--- config.mk ---
export PLATFORM = sky130hd
export DESIGN_NAME = rsb_cfg_regs
export DESIGN_NICKNAME = d
export VERILOG_FILES = /design/src/rtl/rsb_pkg.sv /design/src/rtl/rsb_cfg_regs.sv
export SDC_FILE = /design/constraint.sdc
export NUM_CORES = 1
export LEC_CHECK = 0
export ABC_AREA = 1
export BUFFER_PORTS_ARGS = -buffer_cell sky130_fd_sc_hd__buf_2
export CAP_MARGIN = 30
export CORE_ASPECT_RATIO = 0.5
export CORE_MARGIN = 2
export CORE_UTILIZATION = 53
export CTS_CLUSTER_SIZE = 25
export DETAILED_ROUTE_END_ITERATION = 7
export PLACE_DENSITY_LB_ADDON = 0.25
export SYNTH_ARGS = -nofsm -noshare
export SYNTH_HDL_FRONTEND = slang
export SYNTH_SLANG_ARGS = --single-unit
--- constraint.sdc ---
create_clock -name clk_i -period 1.5 [get_ports clk_i]
set_input_delay 0.075 -clock clk_i [delete_from_list [all_inputs] [get_ports clk_i]]
set_output_delay 0.075 -clock clk_i [all_outputs]
set_load 0.02 [all_outputs]
--- src/rtl/rsb_pkg.sv ---
// Shared types and constants for the rotated sprite blit core.
// Holds the register map, command codes, color keys and the config struct.
// No dependencies; every other file imports this package.
package rsb_pkg;

  localparam int COLOR_W    = 32;
  localparam int LOAD_W     = 6;
  localparam int Q_FRAC     = 14;
  localparam int CFG_ADDR_W = 5;
  localparam int CFG_DATA_W = 32;

  // rounding offsets: halves away from zero
  localparam int RND_POS = 1 << (Q_FRAC - 1);
  localparam int RND_NEG = RND_POS - 1;

  localparam logic [COLOR_W-1:0] KEY_BLACK = 32'hff00_0000;
  localparam logic [COLOR_W-1:0] KEY_CLEAR = 32'h0000_0000;

  typedef enum logic [2:0] {
    REG_COS    = 3'd0,
    REG_SIN    = 3'd1,
    REG_POS_X  = 3'd2,
    REG_POS_Y  = 3'd3,
    REG_SRC_W  = 3'd4,
    REG_SRC_H  = 3'd5,
    REG_DEST_W = 3'd6,
    REG_DEST_H = 3'd7
  } reg_idx_e;

  typedef enum logic {
    CMD_LOAD   = 1'b0,
    CMD_RENDER = 1'b1
  } cmd_e;

  typedef struct packed {
    logic [15:0] cos_q14;
    logic [15:0] sin_q14;
    logic [11:0] pos_x;
    logic [11:0] pos_y;
    logic [6:0]  src_width;
    logic [6:0]  src_height;
    logic [11:0] dest_width;
    logic [11:0] dest_height;
  } cfg_t;

  localparam cfg_t CFG_RESET = '{
    cos_q14:     16'h4000,
    sin_q14:     16'h0000,
    pos_x:       12'h000,
    pos_y:       12'h000,
    src_width:   7'd64,
    src_height:  7'd64,
    dest_width:  12'h800,
    dest_height: 12'h800
  };

endpackage

--- src/rtl/rsb_cfg_regs.sv ---
// APB register file for the rotated sprite blit core.
// Depends on rsb_pkg for the register map and the cfg_t struct.
module rsb_cfg_regs (
  input  logic                            clk_i,
  input  logic                            rst_ni,
  input  logic                            psel,
  input  logic                            penable,
  input  logic                            pwrite,
  input  logic [rsb_pkg::CFG_ADDR_W-1:0]  paddr,
  input  logic [rsb_pkg::CFG_DATA_W-1:0]  pwdata,
  output logic [rsb_pkg::CFG_DATA_W-1:0]  prdata,
  output logic                            pready,
  output rsb_pkg::cfg_t                   cfg_o
);
  import rsb_pkg::*;

  cfg_t     cfg_q, cfg_d;
  reg_idx_e idx;
  logic     wr;

  assign pready = 1'b1;
  assign idx    = reg_idx_e'(paddr[CFG_ADDR_W-1:2]);
  assign wr     = psel & penable & pwrite;

  always_comb begin
    cfg_d = cfg_q;
    if (wr) begin
      unique case (idx)
        REG_COS:    cfg_d.cos_q14     = pwdata[15:0];
        REG_SIN:    cfg_d.sin_q14     = pwdata[15:0];
        REG_POS_X:  cfg_d.pos_x       = pwdata[11:0];
        REG_POS_Y:  cfg_d.pos_y       = pwdata[11:0];
        REG_SRC_W:  cfg_d.src_width   = pwdata[6:0];
        REG_SRC_H:  cfg_d.src_height  = pwdata[6:0];
        REG_DEST_W: cfg_d.dest_width  = pwdata[11:0];
        REG_DEST_H: cfg_d.dest_height = pwdata[11:0];
        default:    cfg_d = cfg_q;
      endcase
    end
  end

  always_comb begin
    unique case (idx)
      REG_COS:    prdata = CFG_DATA_W'(cfg_q.cos_q14);
      REG_SIN:    prdata = CFG_DATA_W'(cfg_q.sin_q14);
      REG_POS_X:  prdata = CFG_DATA_W'(cfg_q.pos_x);
      REG_POS_Y:  prdata = CFG_DATA_W'(cfg_q.pos_y);
      REG_SRC_W:  prdata = CFG_DATA_W'(cfg_q.src_width);
      REG_SRC_H:  prdata = CFG_DATA_W'(cfg_q.src_height);
      REG_DEST_W: prdata = CFG_DATA_W'(cfg_q.dest_width);
      REG_DEST_H: prdata = CFG_DATA_W'(cfg_q.dest_height);
      default:    prdata = '0;
    endcase
  end

  always_ff @(posedge clk_i or negedge rst_ni) begin
    if (!rst_ni) begin
      cfg_q <= CFG_RESET;
    end else begin
      cfg_q <= cfg_d;
    end
  end

  assign cfg_o = cfg_q;

endmodule

==> reports/qor.yml <==
cells_and_area:
  drive_gt1_share_pct: 28.8
  fin_util_pct: 71.3
  antenna_cells: 0
  largest_reg_flops: 94
  area_growth_pct: 28.3
  nFillCells: 648
  regArea_sq_um: 2360
  multi_input_area_sq_um: 1800
  nets: 739
timing:
  hold_violations: 0
  layout_setup_ws_ns: 0.0370
  layout_min_cycle_time_ns: 1.46
  skew_ns: 0
  whs_ns: 0.162
  setup_viol: 0
  fmax_ghz: 0.684
  drv_slew: 0
  slew_headroom_pct: 63.9
  grt_setup_unrepaired: "true"
  tightest_slew_ns: 0.541
  min_period_over_period_pct: 97.5
yosys:
  yosys_warnings: 0
  synth-seq-cells: 94
  synth_edf_count: 0
  ys.flop_type: "dfrtp_1"
  synth_cell_types: 24
  seq_area_frac_synth_pct: 52.1
  async_reset_ff_share_pct: 100
  postSynthAreaPerCell_sq_um: 8.26
  synthDominantCellAreaShare_pct: 49.2
  yosys-top-cells-area: "dfrtp_1 49%, nand2_1 11%, o21ai_1 7.1%"
  synth_top_cell_by_area: "dfrtp_1"
  synth_cells: 548
  syn_area_sq_um: 4530
route:
  routed-via-count: 4477
  ant_nets: 0
  firstDrtPassIters: 5
  routed_wl_mm: 13.8
  routedWlPerCell_microns: 16.9
  drt_iter0_drc: 423
  via_per_inst: 5.50
  drcViolationCount: 0
worst_setup_path:
  r2r-end: "cfg_o[30]$_DFFE_PN1P_"
  end_kind: "primary output"
  crit_path_start_kind: "flip-flop"
  cp.arrival_ns: 1.39
  ff2ff_setup_slack_ns: 0.60
  cp.required_ns: 1.42
  critical_path_class: "flip-flop to primary output"
  rr_worst_depth: 3
  crit-reg2reg-launch: "cfg_o[30]$_DFFE_PN1P_"
  path_max_fanout: 3
clock_tree:
  cts-buffers-inserted: 9
  cts_tree: "built"
  path_clk_slew_ns: 0.07
  cts_root_buffer: "clkbuf_16"
  cts.path.max_buffers: 2
  cts_sinks: 94
  cts_max_level: 3
  clk_latency_ns: 0.35
global_route:
  track_usage_pct: 30.2
  antenna_found_initial: 0
  grt_max_degree: 58
  grt_pass1_vias: 4005
  grt_pass1_wl_mm: 21.5
  overflow: 0
die:
  core-area_sq_um: 8140
  die_w_microns: 135
  rows: 23
  initial_utilization_pct: 55.6
  dieArea_sq_um: 9340
  die_h_microns: 69.3
  io_pins: 169
place:
  pre_cts_ws_ns: 0.0927
  hpwl_mm: 9.50
  place.gp.congestion: 1.01
  io_buffers: 133
job:
  cap_violations: 0
pwr:
  peakVddDrop_mv: 0.821
  leakagePower_nw: 3.09
  p_per_area_nw_per_um2: 1410
outcome:
  outcome: "finished, final reports clean"
hold_path:
  hp-class: "input pin to async pin"
[cells in the final DEF (no fill, tap or decap)]
cell           Yosys  layout
nand2_1          135     134
buf_2             23     130
dfrtp_1           89      89
o21ai_1           64      64
nand4_1           50      50
nor2_1            45      40
inv_1             33      33
buf_4             20      24
nand3_1           22      21
conb_1             2      17
dlygate4sd3_1      0      17
a21oi_1           14      14
o21ai_0           10      10
clkbuf_16          0       9
nor2_2             3       7
o21ai_2            6       6
inv_2              5       5
o21a_1             5       5
dfstp_2            5       5
nor3_1             3       3
clkbuf_1           9       3
buf_12             0       3
nand3_2            1       2
nor2_4             1       2
nand2_2            1       2
clkinv_2           0       2
buf_6              1       2
nor3_4             1       1
clkinv_4           0       1
bufinv_16          0       1
[metal layers]
| metal | part of all wire, % | track usage, % | vias to the layer above |
|---|---|---|---|
| met5 | 0 | 0 | - |
| met4 | 1.9 | 7.13 | 0 |
| li1 | - | - | 2086 |
| met2 | 43 | 43.0 | 268 |
| met3 | 12 | 10.4 | 36 |
| met1 | 43 | 44.4 | 2087 |
[repair_timing]
| action | CTS | global route |
|---|---|---|
| endpoints found under the hold margin | 110 | 0 |
| resized for setup | 0 | 12 |
| buffers inserted | 0 | 1 |
| endpoints found under the setup margin | 0 | 7 |
| hold buffers | 17 | 0 |
[metrics by stage]
stage	total power [mW]	cells	instance area [sq um]	setup TNS [ns]
floorplan	4.94	563	4580	0
global placement	5.81	780	5310	0
detailed placement	5.87	780	5310	0
CTS	8.15	813	5760	0
global route	8.57	814	5810	-0.0225
finish	8.17	814	5810	0
[worst max-delay path: stages (launching register included)]
cell and delay, ns:
dfstp_2 0.54, nand3_1 0.10, nand2_1 0.10, nor2_2 0.06
nand3_1 0.11, buf_6 0.13
[cells by family (layout without fill, tap and decap cells)]
family,count (synthesis),count (layout),share of synthesized area [%]
AO/OA/AOI/OAI,99,99,11.7
buffers and inverters,91,230,10.0
flip-flops,94,94,52.1
other,2,17,0.166
AND/OR/NAND/NOR,262,262,26.0
[cell type report]
class | count | area share [%]
clock inverter | 4 | 0.841
multi-input combinational | 378 | 30.9
tap | 112 | 2.41
inverter | 38 | 2.46
sequential | 94 | 40.6
clock buffer | 12 | 4.07
timing repair buffer | 176 | 18.7
[where the power goes]
| group | leakage [nW] | switching [mW] | total [mW] | internal [mW] |
|---|---|---|---|---|
| Sequential | 1.18 | 0.413 | 3.48 | 3.07 |
| Combinational | 1.78 | 1.62 | 2.44 | 0.821 |
| Clock | 0.141 | 0.958 | 2.25 | 1.29 |
[cell usage after synthesis (all sizes together), types with 4 or more instances]
cell,n
o21a,5
inv,38
dfrtp,89
dfstp,5
clkbuf,9
nand2,136
buf,44
a21oi,14
nor3,4
o21ai,80
nand4,50
nand3,23
nor2,49
[worst max-delay path by stage]
stage                                     start                    end  cells after the start  slack, ns
after floorplan                        paddr[2]             prdata[10]                      6       0.42
after global placement                 paddr[4]  cfg_o[72]$_DFFE_PN0P_                      8       0.12
after detailed placement               paddr[4]  cfg_o[76]$_DFFE_PN0P_                      8       0.09
after CTS                 cfg_o[11]$_DFFE_PN1P_             prdata[11]                      4       0.02
after global routing      cfg_o[37]$_DFFE_PN1P_              prdata[6]                      5      -0.01
final                     cfg_o[37]$_DFFE_PN1P_              prdata[6]                      5       0.04
Note: power is estimated with default switching activity, not from simulation.
